===== src/rtl/cplx_pkg.sv =====
// Shared types and constants for the complex accumulator ALU.
package cplx_pkg;

   localparam int DATA_WIDTH_DEF = 32;
   localparam int FRAC_BITS_DEF  = 16;

   typedef enum logic [2:0] {
      CMD_LOAD = 3'd0,
      CMD_MAG  = 3'd1,
      CMD_ADD  = 3'd2,
      CMD_SUB  = 3'd3,
      CMD_MUL  = 3'd4,
      CMD_DIV  = 3'd5
   } cmd_type;

endpackage


===== src/rtl/complex_accumulator_alu_top.sv =====
// Complex accumulator ALU: bit-serial multiply, divide and square root over a held value.
// Steps: load/add/sub/mag run serial squares, then a 2-bit-a-cycle square root;
// multiply first runs shift-add products (one multiplier bit a cycle per product pair);
// divide first forms the products, then restoring-divides for the two quotients.
// One item at a time; the next item is taken once the previous result is in the output register.
// Reset (synchronous, active high) clears the held value to zero and empties the output register.
module complex_accumulator_alu_top
   import cplx_pkg::*;
#(
   parameter int DATA_WIDTH = DATA_WIDTH_DEF,
   parameter int FRAC_BITS  = FRAC_BITS_DEF
) (
   input  logic clock,
   input  logic reset,
   input  logic req_tvalid,
   output logic req_tready,
   // command[2:0], operand_real, operand_imag, zero pad to bytes
   input  logic [((3+2*DATA_WIDTH+7)/8)*8-1:0] req_tdata,
   output logic rsp_tvalid,
   input  logic rsp_tready,
   // result_real, result_imag, magnitude, zero pad to bytes
   output logic [((3*DATA_WIDTH+7)/8)*8-1:0] rsp_tdata,
   // divide_by_zero
   output logic rsp_tuser
);
   localparam int DW  = DATA_WIDTH;
   localparam int PW  = 2*DW+2;            // product/sum width, signed
   localparam int NW  = PW + FRAC_BITS;    // dividend width incl. scaling
   localparam int CW  = $clog2(NW+2);
   localparam int RW  = ((3*DW+7)/8)*8;
   localparam int IW  = ((3+2*DW+7)/8)*8;

   typedef enum logic [3:0] {
      ST_IDLE, ST_MUL, ST_MSUM, ST_DDEN, ST_DIV, ST_DNEXT, ST_SQ, ST_SQRT, ST_OUT
   } state_type;

   state_type state_ff, state_in;

   logic signed [DW-1:0] cur_re_ff, cur_re_in, cur_im_ff, cur_im_in;
   logic signed [DW-1:0] op_c_ff, op_c_in, op_d_ff, op_d_in;
   cmd_type cmd_ff, cmd_in;
   logic [CW-1:0] cnt_ff, cnt_in;
   logic [1:0] pass_ff, pass_in;
   // serial multiplier: two products at a time, sharing multiplier bits of mq
   logic [DW-1:0] mq_ff, mq_in;                 // multiplier magnitude, shifts right
   logic [PW-1:0] macc1_ff, macc1_in, macc2_ff, macc2_in;
   logic [PW-1:0] mcand1_ff, mcand1_in, mcand2_ff, mcand2_in;
   logic          mneg_ff, mneg_in;             // multiplier sign
   logic signed [PW-1:0] p1_ff, p1_in, p2_ff, p2_in;   // finished signed products
   logic signed [PW-1:0] den_ff, den_in;
   // restoring divider
   logic [NW-1:0] dq_ff, dq_in;
   logic [PW:0]   drem_ff, drem_in;
   logic          dneg_ff, dneg_in;
   logic signed [DW-1:0] qre_ff, qre_in;
   // square root, two bits a cycle from the top
   logic [PW-1:0] sv_ff, sv_in;
   logic [PW+1:0] srem_ff, srem_in;
   logic [DW:0]   sroot_ff, sroot_in;
   logic dz_ff, dz_in;
   logic [RW-1:0] out_ff, out_in;
   logic ovalid_ff, ovalid_in, ouser_ff, ouser_in;

   logic [2:0] in_cmd;
   logic signed [DW-1:0] in_c, in_d;
   assign in_cmd = req_tdata[2:0];
   assign in_c   = req_tdata[3 +: DW];
   assign in_d   = req_tdata[3+DW +: DW];

   localparam logic signed [PW-1:0] MAXP = PW'((64'sd1 <<< (DW-1)) - 1);
   localparam logic signed [PW-1:0] MINP = -PW'(64'sd1 <<< (DW-1));

   function automatic logic [DW-1:0] sat(input logic signed [PW-1:0] v);
      logic [DW-1:0] r;
      if (v > MAXP) r = MAXP[DW-1:0];
      else if (v < MINP) r = MINP[DW-1:0];
      else r = v[DW-1:0];
      return r;
   endfunction

   function automatic logic [DW-1:0] absv(input logic signed [DW-1:0] v);
      return v[DW-1] ? DW'(-v) : DW'(v);
   endfunction

   // signed products, pass chooses operands; pass 0/1 mult, pass 2 c*c, pass 3 d*d
   logic signed [DW-1:0] ma, mb1, mb2;
   always_comb begin
      case (pass_ff)
         2'd0:    begin ma = op_c_ff; mb1 = cur_re_ff; mb2 = cur_im_ff; end
         2'd1:    begin ma = op_d_ff; mb1 = cur_re_ff; mb2 = cur_im_ff; end
         2'd2:    begin ma = op_c_ff; mb1 = op_c_ff; mb2 = op_d_ff; end
         default: begin ma = op_d_ff; mb1 = op_d_ff; mb2 = op_c_ff; end
      endcase
   end

   logic [PW:0] dtrial;
   logic [PW+1:0] strial;
   logic signed [PW-1:0] mres1, mres2, num_s, sum_sq;
   logic [PW-1:0] num_mag;
   logic [DW-1:0] q_sat;
   logic signed [PW:0] s_re, s_im;
   logic signed [PW-1:0] fl_re;

   always_comb begin
      state_in = state_ff; cur_re_in = cur_re_ff; cur_im_in = cur_im_ff;
      op_c_in = op_c_ff; op_d_in = op_d_ff; cmd_in = cmd_ff; cnt_in = cnt_ff;
      pass_in = pass_ff; mq_in = mq_ff; macc1_in = macc1_ff; macc2_in = macc2_ff;
      mcand1_in = mcand1_ff; mcand2_in = mcand2_ff; mneg_in = mneg_ff;
      p1_in = p1_ff; p2_in = p2_ff; den_in = den_ff; dq_in = dq_ff; drem_in = drem_ff;
      dneg_in = dneg_ff; qre_in = qre_ff; sv_in = sv_ff; srem_in = srem_ff;
      sroot_in = sroot_ff; dz_in = dz_ff; out_in = out_ff; ouser_in = ouser_ff;
      ovalid_in = ovalid_ff && !rsp_tready;
      dtrial = '0; strial = '0; mres1 = '0; mres2 = '0; num_s = '0; num_mag = '0;
      q_sat = '0; s_re = '0; s_im = '0; fl_re = '0; sum_sq = '0;
      case (state_ff)
         ST_IDLE: if (req_tvalid) begin
            cmd_in = cmd_type'(in_cmd); op_c_in = in_c; op_d_in = in_d; dz_in = 1'b0;
            s_re = (PW+1)'(cur_re_ff) + ((in_cmd == CMD_SUB) ? -(PW+1)'(in_c) : (PW+1)'(in_c));
            s_im = (PW+1)'(cur_im_ff) + ((in_cmd == CMD_SUB) ? -(PW+1)'(in_d) : (PW+1)'(in_d));
            state_in = ST_SQ;
            case (in_cmd)
               CMD_LOAD: begin cur_re_in = in_c; cur_im_in = in_d; end
               CMD_ADD, CMD_SUB: begin
                  cur_re_in = sat(s_re[PW-1:0]); cur_im_in = sat(s_im[PW-1:0]);
               end
               CMD_MUL, CMD_DIV: begin
                  if (in_cmd == CMD_DIV && in_c == '0 && in_d == '0) dz_in = 1'b1;
                  else begin
                     pass_in = (in_cmd == CMD_DIV) ? 2'd2 : 2'd0;
                     state_in = ST_MUL; cnt_in = '0;
                     // loaded next cycle through ST_MUL with cnt DW+1 start
                  end
               end
               default: ;
            endcase
            if (state_in == ST_MUL) begin
               // initial load happens in ST_MUL when cnt==DW+1, set below
               mq_in = '0; macc1_in = '0; macc2_in = '0;
               mneg_in = 1'b0; mcand1_in = '0; mcand2_in = '0;
               cnt_in = CW'(DW+1);
            end
         end
         ST_MUL: begin
            if (cnt_ff == CW'(DW+1)) begin
               // set up this pass
               mq_in = absv(ma); mneg_in = ma[DW-1];
               mcand1_in = PW'(mb1); mcand2_in = PW'(mb2);
               macc1_in = '0; macc2_in = '0; cnt_in = CW'(DW);
            end else if (cnt_ff != '0) begin
               if (mq_ff[0]) begin
                  macc1_in = macc1_ff + mcand1_ff; macc2_in = macc2_ff + mcand2_ff;
               end
               mq_in = mq_ff >> 1; mcand1_in = mcand1_ff << 1; mcand2_in = mcand2_ff << 1;
               cnt_in = cnt_ff - 1'b1;
            end else begin
               mres1 = mneg_ff ? -$signed(macc1_ff) : $signed(macc1_ff);
               mres2 = mneg_ff ? -$signed(macc2_ff) : $signed(macc2_ff);
               case (pass_ff)
                  2'd0: begin p1_in = mres1; p2_in = mres2; pass_in = 2'd1;
                     cnt_in = CW'(DW+1); end
                  2'd1: state_in = ST_MSUM;         // mres1=a*d, mres2=b*d
                  2'd2: begin den_in = mres1; pass_in = 2'd3; cnt_in = CW'(DW+1); end
                  default: begin den_in = den_ff + mres1; state_in = ST_DDEN; end
               endcase
               if (pass_ff == 2'd1) begin
                  op_c_in = op_c_ff; // keep
                  p1_in = p1_ff; p2_in = p2_ff;
                  // stash ad, bd in mcand regs for later use
                  mcand1_in = PW'(mres1); mcand2_in = PW'(mres2);
               end
            end
         end
         ST_MSUM: begin
            // p1=a*c p2=b*c mcand1=a*d mcand2=b*d
            if (cmd_ff == CMD_MUL) begin
               fl_re = (p1_ff - $signed(mcand2_ff)) >>> FRAC_BITS;
               cur_re_in = sat(fl_re);
               fl_re = ($signed(mcand1_ff) + p2_ff) >>> FRAC_BITS;
               cur_im_in = sat(fl_re);
               state_in = ST_SQ;
            end else begin
               pass_in = 2'd0; state_in = ST_DNEXT; // first numerator: ac+bd
               num_s = p1_ff + $signed(mcand2_ff);
               dneg_in = num_s[PW-1];
               num_mag = num_s[PW-1] ? PW'(-num_s) : PW'(num_s);
               dq_in = {num_mag, {FRAC_BITS{1'b0}}}; drem_in = '0; cnt_in = CW'(NW);
            end
         end
         ST_DDEN: begin
            // den ready, now do the cross products
            pass_in = 2'd0; cnt_in = CW'(DW+1); state_in = ST_MUL;
         end
         ST_DNEXT: state_in = ST_DIV;
         ST_DIV: begin
            if (cnt_ff != '0) begin
               dtrial = {drem_ff[PW-1:0], dq_ff[NW-1]} - {1'b0, den_ff};
               if (!dtrial[PW]) begin drem_in = dtrial; dq_in = {dq_ff[NW-2:0], 1'b1}; end
               else begin drem_in = {drem_ff[PW-1:0], dq_ff[NW-1]}; dq_in = {dq_ff[NW-2:0], 1'b0}; end
               cnt_in = cnt_ff - 1'b1;
            end else begin
               if (dq_ff > NW'(MAXP)) q_sat = dneg_ff ? MINP[DW-1:0] : MAXP[DW-1:0];
               else q_sat = dneg_ff ? DW'(-dq_ff[DW-1:0]) : dq_ff[DW-1:0];
               if (dneg_ff && dq_ff == NW'(MAXP) + 1'b1) q_sat = MINP[DW-1:0];
               if (pass_ff == 2'd0) begin
                  qre_in = q_sat; pass_in = 2'd1;
                  num_s = p2_ff - $signed(mcand1_ff);   // bc - ad
                  dneg_in = num_s[PW-1];
                  num_mag = num_s[PW-1] ? PW'(-num_s) : PW'(num_s);
                  dq_in = {num_mag, {FRAC_BITS{1'b0}}}; drem_in = '0; cnt_in = CW'(NW);
               end else begin
                  cur_re_in = qre_ff; cur_im_in = q_sat; state_in = ST_SQ;
               end
            end
         end
         ST_SQ: begin
            // squares via multiplier pass 2 is overkill; reuse serial path
            pass_in = 2'd3; cnt_in = CW'(DW+1); state_in = ST_SQRT;
            mq_in = absv(cur_re_ff); mcand1_in = PW'(absv(cur_re_ff));
            mcand2_in = PW'(absv(cur_im_ff)); mneg_in = 1'b0;
            macc1_in = '0; macc2_in = '0; sroot_in = '0;
            p1_in = '0;
         end
         ST_SQRT: begin
            // phase A (pass 3): re^2 then im^2 serially; phase B (pass 2): sqrt
            if (pass_ff == 2'd3) begin
               if (cnt_ff > 1) begin
                  if (mq_ff[0]) macc1_in = macc1_ff + mcand1_ff;
                  mq_in = mq_ff >> 1; mcand1_in = mcand1_ff << 1; cnt_in = cnt_ff - 1'b1;
               end else if (p1_ff == '0) begin
                  p1_in = PW'(1); p2_in = $signed(macc1_ff);
                  macc1_in = '0; mq_in = absv(cur_im_ff); mcand1_in = mcand2_ff;
                  cnt_in = CW'(DW+1);
               end else begin
                  sum_sq = p2_ff + $signed(macc1_ff);
                  sv_in = sum_sq; srem_in = '0; sroot_in = '0;
                  pass_in = 2'd2; cnt_in = CW'(PW/2);
               end
            end else if (cnt_ff != '0) begin
               strial = {srem_ff[PW-1:0], sv_ff[PW-1 -: 2]} - {sroot_ff, 2'b01};
               if (!strial[PW+1]) begin
                  srem_in = strial; sroot_in = {sroot_ff[DW-1:0], 1'b1};
               end else begin
                  srem_in = {srem_ff[PW-1:0], sv_ff[PW-1 -: 2]};
                  sroot_in = {sroot_ff[DW-1:0], 1'b0};
               end
               sv_in = sv_ff << 2; cnt_in = cnt_ff - 1'b1;
            end else state_in = ST_OUT;
         end
         ST_OUT: if (!ovalid_ff || rsp_tready) begin
            out_in = RW'({sroot_ff[DW-1:0], cur_im_ff, cur_re_ff});
            ouser_in = dz_ff; ovalid_in = 1'b1; state_in = ST_IDLE;
         end
         default: state_in = ST_IDLE;
      endcase
   end

   always_ff @(posedge clock) begin
      if (reset) begin
         state_ff <= ST_IDLE; cur_re_ff <= '0; cur_im_ff <= '0; ovalid_ff <= 1'b0;
         cnt_ff <= '0; pass_ff <= '0;
      end else begin
         state_ff <= state_in; cur_re_ff <= cur_re_in; cur_im_ff <= cur_im_in;
         ovalid_ff <= ovalid_in; cnt_ff <= cnt_in; pass_ff <= pass_in;
      end
      op_c_ff <= op_c_in; op_d_ff <= op_d_in; cmd_ff <= cmd_in; mq_ff <= mq_in;
      macc1_ff <= macc1_in; macc2_ff <= macc2_in; mcand1_ff <= mcand1_in;
      mcand2_ff <= mcand2_in; mneg_ff <= mneg_in; p1_ff <= p1_in; p2_ff <= p2_in;
      den_ff <= den_in; dq_ff <= dq_in; drem_ff <= drem_in; dneg_ff <= dneg_in;
      qre_ff <= qre_in; sv_ff <= sv_in; srem_ff <= srem_in; sroot_ff <= sroot_in;
      dz_ff <= dz_in; out_ff <= out_in; ouser_ff <= ouser_in;
   end

   assign req_tready = (state_ff == ST_IDLE);
   assign rsp_tvalid = ovalid_ff;
   assign rsp_tdata  = out_ff;
   assign rsp_tuser  = ouser_ff;

   logic unused_pad;
   assign unused_pad = ^{req_tdata[IW-1:3+2*DW]};

   a_hold: assert property (@(posedge clock) disable iff (reset)
      rsp_tvalid && !rsp_tready |=> rsp_tvalid)
      else $error("result dropped while stalled");
   a_accept: assert property (@(posedge clock) disable iff (reset)
      req_tvalid && req_tready |=> !req_tready)
      else $error("second item taken while busy");
   a_dz: assert property (@(posedge clock) disable iff (reset)
      rsp_tvalid && rsp_tuser |-> $stable(cur_re_ff) || state_ff != ST_IDLE)
      else $error("divide by zero altered value");
endmodule

===== config.mk =====
export PLATFORM = sky130hd
export DESIGN_NAME = complex_accumulator_alu_top
export DESIGN_NICKNAME = d
export VERILOG_FILES = /design/src/rtl/cplx_pkg.sv /design/src/rtl/complex_accumulator_alu_top.sv
export SDC_FILE = /design/constraint.sdc
export NUM_CORES = 2
export LEC_CHECK = 0
export BUFFER_PORTS_ARGS = -buffer_cell sky130_fd_sc_hd__buf_4
export CAP_MARGIN = 20
export CELL_PAD_IN_SITES_DETAIL_PLACEMENT = 1
export CELL_PAD_IN_SITES_GLOBAL_PLACEMENT = 2
export CORE_MARGIN = 2
export CORE_UTILIZATION = 36
export CTS_CLUSTER_DIAMETER = 150
export CTS_CLUSTER_SIZE = 20
export DETAILED_ROUTE_END_ITERATION = 8
export GPL_TIMING_DRIVEN = 0
export PLACE_DENSITY = 0.88
export SYNTH_ARGS = -nofsm -noshare
export SYNTH_HDL_FRONTEND = slang
export SYNTH_SLANG_ARGS = --single-unit
export TNS_END_PERCENT = 20

===== constraint.sdc =====
create_clock -name clock -period 11.89 [get_ports clock]
set_input_delay 0 -clock clock [delete_from_list [all_inputs] [get_ports clock]]
set_output_delay 0 -clock clock [all_outputs]
set_load 0.05 [all_outputs]

; Yosys cells after proc, flatten, opt, wreduce, memory -nomap -nowiden
; Index checks and enable logic that the tools add are counted.
[classes]
addsub = 23
order_cmp = 10
eq_ne = 56
n_mux = 164
bitwise = 3
reduce_logical = 48
[ops]
columns = cell, count
row1 = two-way mux 66 bit, 53
row2 = two-way mux 32 bit, 31
row3 = case mux 66 bit (3 select lines), 3
row4 = case mux 66 bit (4 select lines), 2
row5 = adder 66 bit, 6
row6 = case mux 66 bit (2 select lines), 3
row7 = negation 66 bit, 4
row8 = case mux 32 bit (2 select lines), 4
row9 = two-way mux 82 bit, 3
row10 = case mux 32 bit (3 select lines), 2
row11 = case mux 82 bit (2 select lines), 1
row12 = adder 32 x 66 -> 66 bit, 2
row13 = greater-than comparator 66 x 32 -> 1 bit (second input constant), 2
row14 = < comparator 66 x 32 -> 1 bit (second input constant), 2
row15 = two-way mux 33 bit, 4
row16 = negation 32 -> 66 bit, 2
row17 = subtractor 66 bit, 2
row18 = negation 32 bit, 4
row19 = case mux 32 bit (4 select lines), 1
row20 = greater-than comparator 50 x 32 -> 1 bit (second input constant), 2
row21 = < comparator 50 x 32 -> 1 bit (second input constant), 2
row22 = two-way mux 7 bit, 13
row23 = equality test 82 x 32 -> 1 bit (second input constant), 1
row24 = greater-than comparator 82 x 31 -> 1 bit (second input constant), 1
row25 = other kinds (54), 154
[totals]
register_bits = 1084
input_bits = 76
output_inout_bits = 99
elab_cells = 332

; Logic depth before layout (Yosys ltp)
[depth]
depth_word = 11
mapped_depth = 29
depth_no_buf = 28

; Worst setup path after synthesis
; OpenSTA, ideal clock, no wires.
[synth_timing]
kind = flip-flop to flip-flop
start = register pass_ff[0]
end = register sroot_ff[0] (enable)
arrival_ps = 12708
slack_ps = -1194
path_stages_with_launch = 10
path_buffers = 5
synth_period_minus_slack_ps = 13084
cell_sequence = dfxtp_1 -> clkbuf_1 -> clkbuf_1 -> buf_1 -> clkbuf_1 -> buf_1 -> and2_1 -> nor2_1 -> nor3_1 -> or2_2
[synth_via]
elab_chain_cells = 3
[synth_rtl]
columns = element, line_no
row1 = start: declaration, complex_accumulator_alu_top.sv:43  ; logic [1:0] pass_ff, pass_in;
row2 = start signal: assignment, complex_accumulator_alu_top.sv:263  ; ovalid_ff <= ovalid_in; cnt_ff <= cnt_in; pass_ff <= pass_in;
row3 = equality test 2 bit (*), complex_accumulator_alu_top.sv:225  ; if (pass_ff == 2'd3) begin
row4 = inequality test 3 bit (no line), n/a
row5 = AND reduction 4 bit (no line) (*), n/a
row6 = end signal: assignment, complex_accumulator_alu_top.sv:269  ; qre_ff <= qre_in; sv_ff <= sv_in; srem_ff <= srem_in; sroot_ff <= sroot_in;
row7 = end: declaration, complex_accumulator_alu_top.sv:59  ; logic [DW:0] sroot_ff, sroot_in;
; Mark *: on every way between the ends. The rest lies on a longest branch, timed or not.
; A chain may end at the register's enable or synchronous reset.

; Worst setup path in the final report
[layout_timing]
start = input port req_tdata[1]
end = register cur_re_ff[30]
[layout_via]
elab_chain_cells = 9
[layout_rtl]
columns = element, line_no
row1 = start: declaration, complex_accumulator_alu_top.sv:18  ; input logic [((3+2*DATA_WIDTH+7)/8)*8-1:0] req_tdata,
row2 = equality test 3 x 2 -> 1 bit, "complex_accumulator_alu_top.sv:118, complex_accumulator_alu_top.sv:121"
row3 = two-way mux 66 bit, complex_accumulator_alu_top.sv:118  ; s_re = (PW+1)'(cur_re_ff) + ((in_cmd == CMD_SUB) ? -(PW+1)'(in_c) : (PW+1)'(in_c));
row4 = adder 32 x 66 -> 66 bit, complex_accumulator_alu_top.sv:118
row5 = < comparator 66 x 32 -> 1 bit, complex_accumulator_alu_top.sv:76  ; else if (v < MINP) r = MINP[DW-1:0];
row6 = two-way mux 32 bit, complex_accumulator_alu_top.sv:76
row7 = two-way mux 32 bit, complex_accumulator_alu_top.sv:75  ; if (v > MAXP) r = MAXP[DW-1:0];
row8 = case mux 32 bit (2 select lines), complex_accumulator_alu_top.sv:121  ; case (in_cmd)
row9 = two-way mux 32 bit, complex_accumulator_alu_top.sv:116  ; ST_IDLE: if (req_tvalid) begin
row10 = case mux 32 bit (3 select lines), complex_accumulator_alu_top.sv:115  ; case (state_ff)
row11 = end signal: assignment, complex_accumulator_alu_top.sv:262  ; state_ff <= state_in; cur_re_ff <= cur_re_in; cur_im_ff <= cur_im_in;
row12 = end: declaration, complex_accumulator_alu_top.sv:39  ; logic signed [DW-1:0] cur_re_ff, cur_re_in, cur_im_ff, cur_im_in;
; Several ways; a longest one is shown, not always the timed one. The select of a mux whose other input is x is not followed.

==> metrics.txt <==
status=finished with violations; failing checks=DRC; share of the synthesized area in the top cell type=29.9%; post-synth net total=13,100; compound-cell area share of the yosys netlist=25.4%; MaxCap Viol Count=0; Overall Global Routing Usage=34.4%; Hold Fails Final Rpt=0; CTS tree=built; number of flip-flops in the largest register=96; post-route ant nets=0; Tcrit/Tclk final=81.5%; Syn Area/Cell=8.26 um2; clk_skew=0.0516 ns; design area=0.111 mm2; clk slew on worst S/H paths=0.10 ns; RSZ-0062 raised after global routing=false; mux cell area share after synthesis=1.80%; area leader, netlist=edfxtp_1; hold depth=6; Final Routed Wirelength=510 mm; Top FF cell, synth=edfxtp_1; Seq cells post-synth=1,084; Synth Area in Adders=9.70%; reg2reg start=macc1_ff[9]; post-synthesis sequential area ratio=31.5%; grt total ovfl=0; Synth Area in Simple Gates=18.2%; vias in the first global route=100,000; Reg2Reg Setup Slack=2.44 ns; Reg-to-Reg End=den_ff[57]; drt first pass iters=9; DRT iter0 DRCs=12,200; Max Freq=103 MHz; top-count cell post-synth=nor2_1; largest family of logic cells by synthesized area=compound AO/OA/AOI/OAI gates; Area after DPL=0.108 mm2; DRC=6; type of the most critical hold path=input port to register; Worst Path Max Fanout=10; Critical Path Start Type=input port; PostCTS Resize Cnt=0; hold wc startpoint=reset; CP required=12.57 ns; DR WL/cell=31.1 um; setup bufs post-CTS=0; EDFF count, synth=1,006; Clock Latency Late Sink=0.79 ns; Netlist cell types=97; Hold EP=cur_re_ff[8]; # rows=194; worst-margin pin slew=1.40 ns; Max Slew Vio Count=0; Fin Setup TNS=0 ns; core footprint=0.279 mm2; Top-Level Pins=175; CP arrival=10.38 ns; Setup CP Type=input port to register; commonest cells in the synthesized netlist=1,303 x nor2_1, 1,285 x a21oi_1, 1,012 x nand2_1, 1,006 x edfxtp_1, 906 x o21ai_0; CTS Buffer Depth=3; PortBufs=169; first-pass GRT wire length=722 mm; R2R cell count=26; initial core utilization=36.2%; Tmin final=9.69 ns; XOR/XNOR Fraction of Synth Area=9.11%; Syn Inst Count=12,200; asr flop ratio synth=0%; H-Tree Level Count=3; clk root buf=clkbuf_16; initial antenna violation count=40; Die Span X=534 um; die height=534 um; Post-Syn Area=0.101 mm2; P&R area growth vs syn=10.2%; CTS Hold Bufs=71; vias per cell=6.33; Die Area=0.285 mm2; relative slew slack=6.20%; RD Place Congestion=1.08; Setup crit end kind=register; synth warn=0; top cells by area, synth=edfxtp_1 30%, ha_1 9.5%, a21oi_1 6.4%, xnor2_1 5.1%, nor2_1 4.8%; post-DP HPWL=418 mm; fin nets=13,500; DR vias=104,000; CTS Sinks=1,084; layout cells sized above 1=4.10%; final setup violation count=0; CTS Buf Count=66; largest net degree at the start of global routing=69
## worst max-delay path, stage by stage
cell and delay [ns]:
dlygate4sd3_1 0.53, buf_4 0.14, inv_1 0.09, nor2_2 0.87
and2_1 0.23, clkbuf_1 0.74, clkbuf_1 0.69, clkbuf_1 0.89
o31ai_1 0.21, xnor2_1 0.18, ha_1 0.35, o21ai_0 0.13
o21ai_0 0.45, a211oi_1 0.25, o31ai_1 0.76, a31oi_1 0.29
o21ai_0 0.55, a21boi_0 0.22, xnor2_1 0.25, nand4_1 0.11
nor2_1 0.13, nand4_1 0.12, or4_1 0.55, o41ai_1 0.61
clkbuf_1 0.50, a21oi_1 0.30, o21ai_0 0.21
## cell families (layout without fill, tap and decap cells)
group | Yosys count | in the layout
xor+xnor | 1050 | 1050
mux | 181 | 181
other cells | 0 | 8
flops | 1084 | 1084
compound gates | 4067 | 4067
simple gates | 3889 | 3889
buf+inv | 1170 | 1616
fa+ha+maj | 777 | 777
## metrics by stage
stage | hold WS (ns) | setup WS (ns) | instances | util, %
after global placement | 0.207 | -2.63 | 16100 | 38.3
final | 0.0560 | 2.20 | 16400 | 39.8
after CTS | 0.000733 | 2.49 | 16400 | 39.8
after detailed placement | 0.207 | 2.30 | 16200 | 38.8
after floorplan | 0.0989 | 3.08 | 12200 | -
after global routing | 0.0762 | 1.77 | 16400 | 39.8
## how the worst max path moves through the flow
stage               slack (ns)            end     startpoint  cells past startpoint
floorplan                 3.08    sroot_ff[0]     pass_ff[0]                      9
global placement         -2.63   sroot_ff[11]     pass_ff[0]                     10
detailed placement        2.30  cur_im_ff[19]  req_tdata[41]                     28
CTS                       2.49  cur_im_ff[19]  req_tdata[41]                     29
global route              1.77  cur_im_ff[19]  req_tdata[41]                     29
finish                    2.20  cur_re_ff[30]   req_tdata[1]                     27
## cell usage in the layout (no fill, tap or decap), drive strengths merged, types with 155 or more instances in the layout
| cell type | synthesis | layout |
|---|---|---|
| nor2 | 1303 | 1303 |
| a21oi | 1285 | 1285 |
| nand2 | 1012 | 1012 |
| edfxtp | 1006 | 1006 |
| o21ai | 918 | 918 |
| ha | 768 | 768 |
| clkbuf | 543 | 637 |
| xnor2 | 587 | 587 |
| inv | 566 | 570 |
| xor2 | 463 | 463 |
| a21o | 345 | 345 |
| buf | 52 | 322 |
| nor3 | 276 | 276 |
| nand3 | 205 | 205 |
| mux2i | 176 | 176 |
| o31ai | 158 | 158 |
| nand4 | 156 | 156 |
| a211oi | 155 | 155 |
## area by class of cell
| class | count | area (um2) |
|---|---|---|
| Timing Repair Buffer | 349 | 3470 |
| Inverter | 575 | 2160 |
| Tap cell | 3724 | 4660 |
| Clock buffer | 90 | 1830 |
| Sequential cell | 1084 | 31800 |
| Clock inverter | 7 | 82.6 |
| Antenna cell | 8 | 20.0 |
| Buffer | 595 | 2240 |
| Multi-Input combinational cell | 9964 | 65000 |
| Fill cell | 33700 | 168000 |
## layer usage
layer  track usage (%)  wire length (um)  part of all wire (%)  up-vias
met2              50.7            213000                    42     4922
met4              22.8             40400                   7.9       25
met3              7.12             45600                   8.9     1133
met1              45.2            211000                    41    51700
met5                 0               180                 0.035        -
li1                  -                 -                     -    46100
Power is left out: the tool's default activity adds up to more than one toggle a clock period on the data nets, which glitch-free logic cannot reach.
